`src/rtl/rgb_hsv_color_converter_assert.svh`:
```
// ----------------------------------------------------------------------------
// Assertion macros for the RGB/HSV colour converter
// Concurrent checks that vanish when SYNTHESIS is defined.
// ----------------------------------------------------------------------------
`ifndef RGB_HSV_COLOR_CONVERTER_ASSERT_SVH
`define RGB_HSV_COLOR_CONVERTER_ASSERT_SVH
`ifndef SYNTHESIS
// check with reset masking
`define RHC_ASSERT(lbl, clk, rstn, prop, msg) \
    lbl: assert property (@(posedge clk) disable iff (!rstn) prop) else $error(msg);
// check that must also hold around reset
`define RHC_ASSERT_ALWAYS(lbl, clk, prop, msg) \
    lbl: assert property (@(posedge clk) prop) else $error(msg);
`else
`define RHC_ASSERT(lbl, clk, rstn, prop, msg)
`define RHC_ASSERT_ALWAYS(lbl, clk, prop, msg)
`endif
`endif

```
`src/rtl/rhc_pkg.sv`:
```
// ----------------------------------------------------------------------------
// rhc_pkg
// Shared constants and types of the RGB/HSV colour converter.
// ----------------------------------------------------------------------------
`timescale 1ns / 1ps
`default_nettype none
package rhc_pkg;
    localparam int CHANNEL_BITS = 8;
    localparam int A_BITS  = 11;
    localparam int BC_BITS = 8;
    localparam int HUE_SHIFT = 8;
    localparam logic [A_BITS-1:0] HUE_GREEN = 11'd512;
    localparam logic [A_BITS-1:0] HUE_BLUE  = 11'd1024;
    localparam logic [A_BITS-1:0] HUE_FULL  = 11'd1536;
    localparam logic [8:0]        HUE_ONE   = 9'd256;

    typedef enum logic [1:0] {
        HC_RED,
        HC_GREEN,
        HC_BLUE
    } hue_case_t;

    typedef struct packed {
        logic      valid;
        logic      mode;
        logic      zero_delta;
        hue_case_t hcase;
        logic      neg;
    } ctl_t;
endpackage
`default_nettype wire

```
`src/rtl/rhc_prep.sv`:
```
// ----------------------------------------------------------------------------
// rhc_prep
// Input stage: clamping, max/min search, divider operands, s*v product.
// ----------------------------------------------------------------------------
`timescale 1ns / 1ps
`default_nettype none
module rhc_prep #(
    parameter int CW = 8,
    parameter int QB = 9
) (
    input  wire logic                         aclk,
    input  wire logic                         aresetn,
    input  wire logic                         ce,
    input  wire logic                         in_valid,
    input  wire logic                         in_mode,
    input  wire logic [rhc_pkg::A_BITS-1:0]   in_a,
    input  wire logic [rhc_pkg::BC_BITS-1:0]  in_b,
    input  wire logic [rhc_pkg::BC_BITS-1:0]  in_c,
    output rhc_pkg::ctl_t                     ctl,
    output logic [CW-1:0]                     mx,
    output logic [CW-1:0]                     delta,
    output logic [CW+QB-1:0]                  hue_dvd,
    output logic [CW+QB-1:0]                  sat_dvd,
    output logic [2*CW-1:0]                   prod,
    output logic [rhc_pkg::A_BITS-1:0]        hue,
    output logic [CW-1:0]                     val
);
    localparam logic [CW-1:0] CMAX = '1;

    logic [CW+rhc_pkg::A_BITS-1:0]  a_ext;
    logic [CW+rhc_pkg::BC_BITS-1:0] b_ext, c_ext;
    logic [CW-1:0] r, g, b, mx_c, mn_c, p, q, diff, delta_c;
    logic [2*CW-1:0] satn;
    rhc_pkg::ctl_t ctl_next, ctl_reg;
    logic [CW-1:0] mx_reg, delta_reg, v_reg;
    logic [CW+QB-1:0] hue_dvd_reg, sat_dvd_reg;
    logic [2*CW-1:0] prod_reg;
    logic [rhc_pkg::A_BITS-1:0] h_reg;

    always_comb begin
        a_ext = {{CW{1'b0}}, in_a};
        b_ext = {{CW{1'b0}}, in_b};
        c_ext = {{CW{1'b0}}, in_c};
        r = (a_ext > {{rhc_pkg::A_BITS{1'b0}}, CMAX}) ? CMAX : a_ext[CW-1:0];
        g = (b_ext > {{rhc_pkg::BC_BITS{1'b0}}, CMAX}) ? CMAX : b_ext[CW-1:0];
        b = (c_ext > {{rhc_pkg::BC_BITS{1'b0}}, CMAX}) ? CMAX : c_ext[CW-1:0];
        mx_c = r;
        if (g > mx_c) mx_c = g;
        if (b > mx_c) mx_c = b;
        mn_c = r;
        if (g < mn_c) mn_c = g;
        if (b < mn_c) mn_c = b;
        delta_c = mx_c - mn_c;
        ctl_next.valid = in_valid;
        ctl_next.mode = in_mode;
        ctl_next.zero_delta = (delta_c == '0);
        // red wins ties, then green
        if (mx_c == r) begin
            ctl_next.hcase = rhc_pkg::HC_RED;
            p = g;
            q = b;
        end else if (mx_c == g) begin
            ctl_next.hcase = rhc_pkg::HC_GREEN;
            p = b;
            q = r;
        end else begin
            ctl_next.hcase = rhc_pkg::HC_BLUE;
            p = r;
            q = g;
        end
        ctl_next.neg = (p < q);
        diff = ctl_next.neg ? (q - p) : (p - q);
        // delta * CMAX as a shift and subtract
        satn = {delta_c, {CW{1'b0}}} - {{CW{1'b0}}, delta_c};
    end

    always_ff @(posedge aclk) begin
        if (!aresetn) begin
            ctl_reg <= '0;
        end else if (ce) begin
            ctl_reg <= ctl_next;
        end
    end

    always_ff @(posedge aclk) begin
        if (ce) begin
            mx_reg      <= mx_c;
            delta_reg   <= delta_c;
            hue_dvd_reg <= (CW+QB)'(diff) << rhc_pkg::HUE_SHIFT;
            sat_dvd_reg <= (CW+QB)'(satn);
            prod_reg    <= {{CW{1'b0}}, g} * {{CW{1'b0}}, b};
            h_reg       <= in_a;
            v_reg       <= b;
        end
    end

    assign ctl     = ctl_reg;
    assign mx      = mx_reg;
    assign delta   = delta_reg;
    assign hue_dvd = hue_dvd_reg;
    assign sat_dvd = sat_dvd_reg;
    assign prod    = prod_reg;
    assign hue     = h_reg;
    assign val     = v_reg;
endmodule
`default_nettype wire

```
`src/rtl/rhc_div.sv`:
```
// ----------------------------------------------------------------------------
// rhc_div
// Pipelined restoring divider, one quotient bit per stage.
// ----------------------------------------------------------------------------
`timescale 1ns / 1ps
`default_nettype none
module rhc_div #(
    parameter int DW = 8,
    parameter int QB = 9
) (
    input  wire logic            aclk,
    input  wire logic            ce,
    input  wire logic [DW+QB-1:0] dividend,
    input  wire logic [DW-1:0]   divisor,
    output logic [QB-1:0]        quotient
);
    logic [DW-1:0] rem_reg [1:QB];
    logic [QB-1:0] lo_reg  [1:QB];
    logic [QB-1:0] quo_reg [1:QB];
    logic [DW-1:0] dvs_reg [1:QB];

    for (genvar k = 0; k < QB; k++) begin : g_stage
        logic [DW-1:0] rem_in, dvs_in;
        logic [QB-1:0] lo_in, quo_in;
        logic [DW:0] shifted, trial;

        // stage 0 takes the operands; the dividend is below divisor * 2^QB
        if (k == 0) begin : g_first
            assign rem_in = dividend[DW+QB-1:QB];
            assign lo_in  = dividend[QB-1:0];
            assign quo_in = '0;
            assign dvs_in = divisor;
        end else begin : g_next
            assign rem_in = rem_reg[k];
            assign lo_in  = lo_reg[k];
            assign quo_in = quo_reg[k];
            assign dvs_in = dvs_reg[k];
        end

        always_comb begin
            shifted = {rem_in, lo_in[QB-1]};
            trial   = shifted - {1'b0, dvs_in};
        end
        always_ff @(posedge aclk) begin
            if (ce) begin
                if (!trial[DW]) begin
                    rem_reg[k+1] <= trial[DW-1:0];
                    quo_reg[k+1] <= {quo_in[QB-2:0], 1'b1};
                end else begin
                    rem_reg[k+1] <= shifted[DW-1:0];
                    quo_reg[k+1] <= {quo_in[QB-2:0], 1'b0};
                end
                lo_reg[k+1]  <= {lo_in[QB-2:0], 1'b0};
                dvs_reg[k+1] <= dvs_in;
            end
        end
    end

    assign quotient = quo_reg[QB];
endmodule
`default_nettype wire

```
`src/rtl/rhc_hsv.sv`:
```
// ----------------------------------------------------------------------------
// rhc_hsv
// HSV to RGB datapath in four stages: /CMAX, correction, x and m, sextant.
// ----------------------------------------------------------------------------
`timescale 1ns / 1ps
`default_nettype none
module rhc_hsv #(
    parameter int CW = 8
) (
    input  wire logic                       aclk,
    input  wire logic                       ce,
    input  wire logic [2*CW-1:0]            prod,
    input  wire logic [rhc_pkg::A_BITS-1:0] hue,
    input  wire logic [CW-1:0]              val,
    output logic [CW-1:0]                   red,
    output logic [CW-1:0]                   green,
    output logic [CW-1:0]                   blue,
    output logic                            err
);
    localparam logic [CW-1:0] CMAX = '1;

    logic [2*CW:0]   q0_sum;
    logic [CW:0]     q0_reg;
    logic [2*CW-1:0] p1_reg;
    logic [rhc_pkg::A_BITS-1:0] h1_reg, h2_reg, h3_reg;
    logic [CW-1:0]   v1_reg, v2_reg;
    logic [2*CW+1:0] rem;
    logic [CW-1:0]   chroma_next, chroma_reg, c3_reg, m3_reg;
    logic [8:0]      hdist, wgt;
    logic [CW+8:0]   px_reg;
    logic [CW-1:0]   x, rr, gg, bb;
    logic [CW:0]     sr, sg, sb;
    logic            err_next;
    logic [CW-1:0]   r_reg, g_reg, b_reg;
    logic            err_reg;

    // q0 = (p + p>>CW) >> CW undershoots p/CMAX by at most one
    assign q0_sum = {1'b0, prod} + {{(CW+1){1'b0}}, prod[2*CW-1:CW]};

    always_ff @(posedge aclk) begin
        if (ce) begin
            q0_reg <= q0_sum[2*CW:CW];
            p1_reg <= prod;
            h1_reg <= hue;
            v1_reg <= val;
        end
    end

    always_comb begin
        rem = {2'b0, p1_reg} - ({1'b0, q0_reg, {CW{1'b0}}} - {{(CW+1){1'b0}}, q0_reg});
        chroma_next = (rem >= {{(CW+2){1'b0}}, CMAX}) ? (q0_reg[CW-1:0] + 1'b1)
                                                      : q0_reg[CW-1:0];
    end

    always_ff @(posedge aclk) begin
        if (ce) begin
            chroma_reg <= chroma_next;
            h2_reg     <= h1_reg;
            v2_reg     <= v1_reg;
        end
    end

    always_comb begin
        hdist = h2_reg[8] ? {1'b0, h2_reg[7:0]} : (rhc_pkg::HUE_ONE - {1'b0, h2_reg[7:0]});
        wgt   = rhc_pkg::HUE_ONE - hdist;
    end

    always_ff @(posedge aclk) begin
        if (ce) begin
            px_reg <= (CW+9)'(chroma_reg) * (CW+9)'(wgt);
            c3_reg <= chroma_reg;
            m3_reg <= v2_reg - chroma_reg;
            h3_reg <= h2_reg;
        end
    end

    always_comb begin
        x = px_reg[CW+7:8];
        err_next = 1'b0;
        case (h3_reg[10:8])
            3'd0: begin rr = c3_reg; gg = x;      bb = '0;     end
            3'd1: begin rr = x;      gg = c3_reg; bb = '0;     end
            3'd2: begin rr = '0;     gg = c3_reg; bb = x;      end
            3'd3: begin rr = '0;     gg = x;      bb = c3_reg; end
            3'd4: begin rr = x;      gg = '0;     bb = c3_reg; end
            3'd5: begin rr = c3_reg; gg = '0;     bb = x;      end
            default: begin
                // out-of-range hue: magenta
                rr = CMAX;
                gg = '0;
                bb = CMAX;
                err_next = 1'b1;
            end
        endcase
        sr = {1'b0, rr} + {1'b0, m3_reg};
        sg = {1'b0, gg} + {1'b0, m3_reg};
        sb = {1'b0, bb} + {1'b0, m3_reg};
    end

    always_ff @(posedge aclk) begin
        if (ce) begin
            r_reg   <= sr[CW] ? CMAX : sr[CW-1:0];
            g_reg   <= sg[CW] ? CMAX : sg[CW-1:0];
            b_reg   <= sb[CW] ? CMAX : sb[CW-1:0];
            err_reg <= err_next;
        end
    end

    assign red   = r_reg;
    assign green = g_reg;
    assign blue  = b_reg;
    assign err   = err_reg;
endmodule
`default_nettype wire

```
`src/rtl/rhc_delay.sv`:
```
// ----------------------------------------------------------------------------
// rhc_delay
// Shift line that keeps side data level with the divider stages.
// ----------------------------------------------------------------------------
`timescale 1ns / 1ps
`default_nettype none
module rhc_delay #(
    parameter int W     = 8,
    parameter int DEPTH = 4
) (
    input  wire logic         aclk,
    input  wire logic         aresetn,
    input  wire logic         ce,
    input  wire logic [W-1:0] din,
    output logic [W-1:0]      dout
);
    logic [W-1:0] tap_reg [DEPTH];

    always_ff @(posedge aclk) begin
        if (!aresetn) begin
            for (int i = 0; i < DEPTH; i++) tap_reg[i] <= '0;
        end else if (ce) begin
            tap_reg[0] <= din;
            for (int i = 1; i < DEPTH; i++) tap_reg[i] <= tap_reg[i-1];
        end
    end

    assign dout = tap_reg[DEPTH-1];
endmodule
`default_nettype wire

```
`src/rtl/rgb_hsv_color_converter.sv`:
```
// ----------------------------------------------------------------------------
// rgb_hsv_color_converter
// Per-pixel RGB to HSV (mode 0) and HSV to RGB (mode 1) converter.
// ----------------------------------------------------------------------------
// Use:
//   s_ channel carries one pixel request per beat; tuser[0] selects the mode.
//   m_ channel returns one result per request, in order; tuser[0] flags a
//   mode 1 hue of 1536 or more (output is then magenta plus m, saturated).
//   Hue is in sextants times 256 (0..1535); channels are fractions of
//   2^CHANNEL_BITS-1.
// Path: an input stage, then the two restoring dividers (one quotient bit per
//   stage, QB = max(9, CHANNEL_BITS)), then an output register to m_tvalid.
// Throughput: one pixel per cycle, except while the pipeline stalls.
// Stall: the whole pipeline holds while m_tvalid is high and m_tready low;
//   s_tready drops in the same cycle, nothing is dropped or repeated.
// Reset: aresetn low clears all valid bits; the block is empty afterwards.
// ----------------------------------------------------------------------------
`timescale 1ns / 1ps
`default_nettype none
`include "rgb_hsv_color_converter_assert.svh"
module rgb_hsv_color_converter (
    input  wire logic        aclk,
    input  wire logic        aresetn,
    input  wire logic        s_tvalid,
    output logic             s_tready,
    input  wire logic [31:0] s_tdata,   // in_a[10:0], in_b[18:11], in_c[26:19]
    input  wire logic [0:0]  s_tuser,   // mode[0]
    output logic             m_tvalid,
    input  wire logic        m_tready,
    output logic [31:0]      m_tdata,   // out_a[10:0], out_b[18:11], out_c[26:19]
    output logic [0:0]       m_tuser    // hue_error[0]
);
    localparam int CW = rhc_pkg::CHANNEL_BITS;
    localparam int QB = (CW > 9) ? CW : 9;
    localparam int CTL_W = $bits(rhc_pkg::ctl_t);
    localparam logic [CW-1:0] CMAX = '1;

    logic ce;
    rhc_pkg::ctl_t ctl1, ctl_d;
    logic [CW-1:0] mx1, delta1, v1, mx_d;
    logic [CW+QB-1:0] hue_dvd, sat_dvd;
    logic [2*CW-1:0] prod1;
    logic [rhc_pkg::A_BITS-1:0] h1;
    logic [QB-1:0] hue_q, sat_q;
    logic [CW-1:0] hr, hg, hb, hr_d, hg_d, hb_d;
    logic herr, herr_d;
    logic [CTL_W+CW-1:0] side_d;
    logic [3*CW:0] hsv_d;

    logic [rhc_pkg::A_BITS-1:0] hue_next, base;
    logic [8:0] hq;
    logic [CW-1:0] sat_next;
    logic [CW+rhc_pkg::A_BITS-1:0] a_wide;
    logic [CW+rhc_pkg::BC_BITS-1:0] b_wide, c_wide;

    logic m_tvalid_reg;
    logic [rhc_pkg::A_BITS-1:0]  out_a_reg;
    logic [rhc_pkg::BC_BITS-1:0] out_b_reg, out_c_reg;
    logic hue_error_reg, mode_reg;

    assign ce = !m_tvalid_reg || m_tready;
    assign s_tready = ce;

    rhc_prep #(.CW(CW), .QB(QB)) u_prep (
        .aclk(aclk), .aresetn(aresetn), .ce(ce),
        .in_valid(s_tvalid), .in_mode(s_tuser[0]),
        .in_a(s_tdata[10:0]), .in_b(s_tdata[18:11]), .in_c(s_tdata[26:19]),
        .ctl(ctl1), .mx(mx1), .delta(delta1), .hue_dvd(hue_dvd), .sat_dvd(sat_dvd),
        .prod(prod1), .hue(h1), .val(v1)
    );

    rhc_div #(.DW(CW), .QB(QB)) u_div_hue (
        .aclk(aclk), .ce(ce), .dividend(hue_dvd), .divisor(delta1), .quotient(hue_q)
    );

    rhc_div #(.DW(CW), .QB(QB)) u_div_sat (
        .aclk(aclk), .ce(ce), .dividend(sat_dvd), .divisor(mx1), .quotient(sat_q)
    );

    rhc_delay #(.W(CTL_W + CW), .DEPTH(QB)) u_side_dly (
        .aclk(aclk), .aresetn(aresetn), .ce(ce),
        .din({ctl1, mx1}), .dout(side_d)
    );

    rhc_hsv #(.CW(CW)) u_hsv (
        .aclk(aclk), .ce(ce), .prod(prod1), .hue(h1), .val(v1),
        .red(hr), .green(hg), .blue(hb), .err(herr)
    );

    // hsv path is four stages deep; pad it to the divider depth
    rhc_delay #(.W(3*CW + 1), .DEPTH(QB - 4)) u_hsv_dly (
        .aclk(aclk), .aresetn(aresetn), .ce(ce),
        .din({herr, hr, hg, hb}), .dout(hsv_d)
    );

    always_comb begin
        ctl_d  = rhc_pkg::ctl_t'(side_d[CTL_W+CW-1:CW]);
        mx_d   = side_d[CW-1:0];
        herr_d = hsv_d[3*CW];
        hr_d   = hsv_d[3*CW-1:2*CW];
        hg_d   = hsv_d[2*CW-1:CW];
        hb_d   = hsv_d[CW-1:0];
        hq     = hue_q[8:0];
        case (ctl_d.hcase)
            rhc_pkg::HC_GREEN: base = rhc_pkg::HUE_GREEN;
            rhc_pkg::HC_BLUE:  base = rhc_pkg::HUE_BLUE;
            default:           base = '0;
        endcase
        // negative red hue wraps by a full turn; minus zero stays zero
        if (ctl_d.zero_delta)
            hue_next = '0;
        else if (!ctl_d.neg)
            hue_next = base + {2'b0, hq};
        else if (ctl_d.hcase == rhc_pkg::HC_RED)
            hue_next = (hq == '0) ? '0 : (rhc_pkg::HUE_FULL - {2'b0, hq});
        else
            hue_next = base - {2'b0, hq};
        sat_next = ctl_d.zero_delta ? '0 : sat_q[CW-1:0];
        if (ctl_d.mode) begin
            a_wide = {{rhc_pkg::A_BITS{1'b0}}, hr_d};
            b_wide = {{rhc_pkg::BC_BITS{1'b0}}, hg_d};
            c_wide = {{rhc_pkg::BC_BITS{1'b0}}, hb_d};
        end else begin
            a_wide = {{CW{1'b0}}, hue_next};
            b_wide = {{rhc_pkg::BC_BITS{1'b0}}, sat_next};
            c_wide = {{rhc_pkg::BC_BITS{1'b0}}, mx_d};
        end
    end

    always_ff @(posedge aclk) begin
        if (!aresetn) begin
            m_tvalid_reg <= 1'b0;
        end else if (ce) begin
            m_tvalid_reg <= ctl_d.valid;
        end
    end

    always_ff @(posedge aclk) begin
        if (ce) begin
            out_a_reg     <= a_wide[rhc_pkg::A_BITS-1:0];
            out_b_reg     <= b_wide[rhc_pkg::BC_BITS-1:0];
            out_c_reg     <= c_wide[rhc_pkg::BC_BITS-1:0];
            hue_error_reg <= ctl_d.mode && herr_d;
            mode_reg      <= ctl_d.mode;
        end
    end

    assign m_tvalid = m_tvalid_reg;
    assign m_tdata  = {5'b0, out_c_reg, out_b_reg, out_a_reg};
    assign m_tuser  = hue_error_reg;

    logic [CW+rhc_pkg::BC_BITS-1:0] cmax_wide;
    assign cmax_wide = {{rhc_pkg::BC_BITS{1'b0}}, CMAX};

    `RHC_ASSERT(a_hue_range, aclk, aresetn, m_tvalid && !mode_reg |-> out_a_reg < rhc_pkg::HUE_FULL && !hue_error_reg, "rgb to hsv hue out of range or flagged")
    `RHC_ASSERT(a_err_magenta, aclk, aresetn, m_tvalid && hue_error_reg |-> out_c_reg == cmax_wide[rhc_pkg::BC_BITS-1:0] && mode_reg, "hue error without saturated blue")
    `RHC_ASSERT(a_sat_le_max, aclk, aresetn, m_tvalid && !mode_reg |-> out_b_reg <= cmax_wide[rhc_pkg::BC_BITS-1:0], "saturation above full scale")
    `RHC_ASSERT_ALWAYS(a_reset_empty, aclk, !aresetn |=> !m_tvalid, "result valid straight after reset")
endmodule
`default_nettype wire
```
`config.mk`:
```
export PLATFORM = sky130hd
export DESIGN_NAME = rgb_hsv_color_converter
export DESIGN_NICKNAME = d
export VERILOG_FILES = /design/src/rtl/rhc_pkg.sv /design/src/rtl/rhc_prep.sv /design/src/rtl/rhc_div.sv /design/src/rtl/rhc_hsv.sv /design/src/rtl/rhc_delay.sv /design/src/rtl/rgb_hsv_color_converter.sv
export VERILOG_INCLUDE_DIRS = /design/src /design/src/rtl
export SDC_FILE = /design/constraint.sdc
export NUM_CORES = 2
export LEC_CHECK = 0
export BUFFER_PORTS_ARGS = -buffer_cell sky130_fd_sc_hd__buf_2
export CELL_PAD_IN_SITES_DETAIL_PLACEMENT = 0
export CELL_PAD_IN_SITES_GLOBAL_PLACEMENT = 1
export CORE_AREA = 2 2 322 324
export DETAILED_ROUTE_END_ITERATION = 8
export DIE_AREA = 0 0 324 326
export HOLD_SLACK_MARGIN = 0.06
export MAX_ROUTING_LAYER = met4
export PLACE_DENSITY_LB_ADDON = 0.12
export SLEW_MARGIN = 5
export SYNTH_ARGS = -nofsm -noshare
export SYNTH_HDL_FRONTEND = slang
export SYNTH_HIERARCHICAL = 1
export SYNTH_SLANG_ARGS = --single-unit
```
`constraint.sdc`:
```
create_clock -name aclk -period 18.45 [get_ports aclk]
set_input_delay 2.7675 -clock aclk [delete_from_list [all_inputs] [get_ports aclk]]
set_output_delay 2.7675 -clock aclk [all_outputs]
set_load 0.01 [all_outputs]
```
==> flow_summary.json <==
{
  "p_leak_nw": 23.4,
  "core_um2": 103000,
  "cts-resized-gates": 0,
  "synth_area_um2": 48500,
  "finalSetupTns_ns": 0,
  "crit_buf_inv": 2,
  "cts_buffers": 95,
  "relSlewSlack_pct": 19.7,
  "crit_family": "compound AO/OA/AOI/OAI gates",
  "cts_max_level": 3,
  "slew_violations": 0,
  "cts-hold-fix-buffers": 0,
  "dp_slack_ns": 5.91,
  "clock_skew_ns": 0.0493,
  "die_y_um": 326,
  "grt_max_degree": 141,
  "r2r_setup_slack_ns": 11.94,
  "r2r-start": "u_hsv/h2_reg[0]",
  "p_total_w": 0.00909,
  "sw_frac_of_total_pct": 34.4,
  "route.detailed.drc": 0,
  "cts_tree": "yes",
  "ant_nets": 0,
  "tightest_slew_ns": 1.20,
  "final_nets": 4301,
  "status": "completed",
  "placementRows": 118,
  "track_usage_pct": 18.0,
  "seqPwrFrac_pct": 37.8,
  "setup_violations": 0,
  "reg2reg_depth": 20,
  "vias": 27400,
  "power.density_nw_per_um2": 172,
  "crit_type": "input port to flop",
  "min_path_type": "flop to flop",
  "drt-total-wl_mm": 90.6,
  "final-hold-violation-count": 0,
  "r2r_end": "u_hsv/px_reg[13]",
  "start_util_pct": 47.3,
  "slowest_delay_ns": 1.00,
  "hold_end": "u_hsv/h1_reg[10]",
  "setup_slack_ns": 6.46,
  "io_buffers": 61,
  "antenna_found_initial": 5,
  "cap_violations": 0,
  "dp_hpwl_mm": 63.1,
  "vias_per_cell": 5.16,
  "finalCriticalPeriod_ns": 11.99,
  "slowest_stage": "o21ai_0",
  "drive_gt1_share_pct": 10.4,
  "synthToLayoutAreaGrowth_pct": 8.92,
  "clock_latency_ns": 0.67,
  "worst_setup_path_start_kind": "input port",
  "fin_area_um2": 52800,
  "drt-pass1-iter-count": 5,
  "combPwrFrac_pct": 41.6,
  "endpoint_kind": "flop",
  "drt-wirelength-per-cell_um": 17.1,
  "rsz0062_at_grt": "false",
  "grt_first_pass_wirelength_mm": 147,
  "irDropWorstVdd_mv": 0.105,
  "cts_buffer_depth": 3,
  "syn_avg_cell_area_um2": 12.6,
  "num_io_pins": 72,
  "cts_root_buf": "clkbuf_16",
  "required_ns": 18.94,
  "yosys_warnings": 6,
  "fp.dieW_um": 324,
  "post_cts_buffers": 0,
  "first_global_vias": 27200,
  "design.die.area_um2": 106000,
  "min_path_cells": 0,
  "post-route-period-util_pct": 65.0,
  "gp_congestion": 0.850,
  "largest_reg_flops": 126,
  "crit_fanout": 36,
  "arrival_ns": 12.48,
  "p_int_w": 0.00596,
  "p_sw_w": 0.00312,
  "cts_num_sinks": 892,
  "min_from": "u_prep/hue[10]",
  "setup.worst_path.start": "s_tdata[10]",
  "first_iter_violations": 1871,
  "max_freq_mhz": 83.4,
  "clk_pin_slew_ns": 0.06,
  "grt_overflow": 0,
  "syn_inst": 3841,
  "crit_path_frequent_cell": "o21ai_0",
  "clkPwrFrac_pct": 20.6,
  "place_area_um2": 49700
}
[layout make-up]
cell class                      count  area, µm²
Antenna cell                        3       7.51
Clock buffer                      109       2470
Clock inverter                     68        626
Fill cell                        8845      49800
Inverter                          392       1480
Multi-Input combinational cell   2377      19300
Sequential cell                   892      26700
Tap cell                         1380       1730
Timing Repair Buffer               83        502
[layer usage]
layer,vias to the layer above,share of wire [%],global-route usage (%)
met4,0,2.3,5.68
met1,13100,47,24.1
met3,142,2.8,2.31
li1,13800,-,-
met5,-,0,-
met2,326,48,28.5
[stage by stage]
step           std cells  hold slack [ns]  util, %
3_5_place_dp        5124            0.405     48.5
2_1_floorplan       3854            0.400        -
4_1_cts             5301            0.380     51.5
6_report            5304            0.400     51.5
3_3_place_gp        5124            0.400     48.5
5_1_grt             5304            0.409     51.5
[worst max path at each step]
stage / end / depth (start not counted) / slack [ns]
floorplan: u_side_dly/tap_reg[0][0] / 3 / 0.56
global placement: u_prep/hue_dvd[13] / 30 / 5.98
detailed placement: u_prep/hue_dvd[13] / 31 / 5.91
CTS: u_prep/hue_dvd[13] / 31 / 6.61
global route: u_prep/hue_dvd[13] / 31 / 5.61
finish: u_prep/hue_dvd[13] / 31 / 6.46
[power by group through the flow]
stage	Combinational [W]	Sequential [W]	Clock, W
detailed placement	0.00379	0.00349	0
CTS	0.00382	0.00345	0.00193
global placement	0.00378	0.00348	0
finish	0.00378	0.00344	0.00187
floorplan	0.00308	0.00331	0
global route	0.00431	0.00351	0.00201
[placed cells by master (no fill, tap or decap), types with 97 or more instances in the layout]
cell type,n
a21oi_1,185
and3_1,254
clkbuf_16,97
edfxtp_1,885
fa_1,99
ha_1,324
inv_1,372
nand2_1,218
nor2_1,112
o21ai_0,107
xnor2_1,130
No activity file was read; power rests on OpenSTA's default activity.
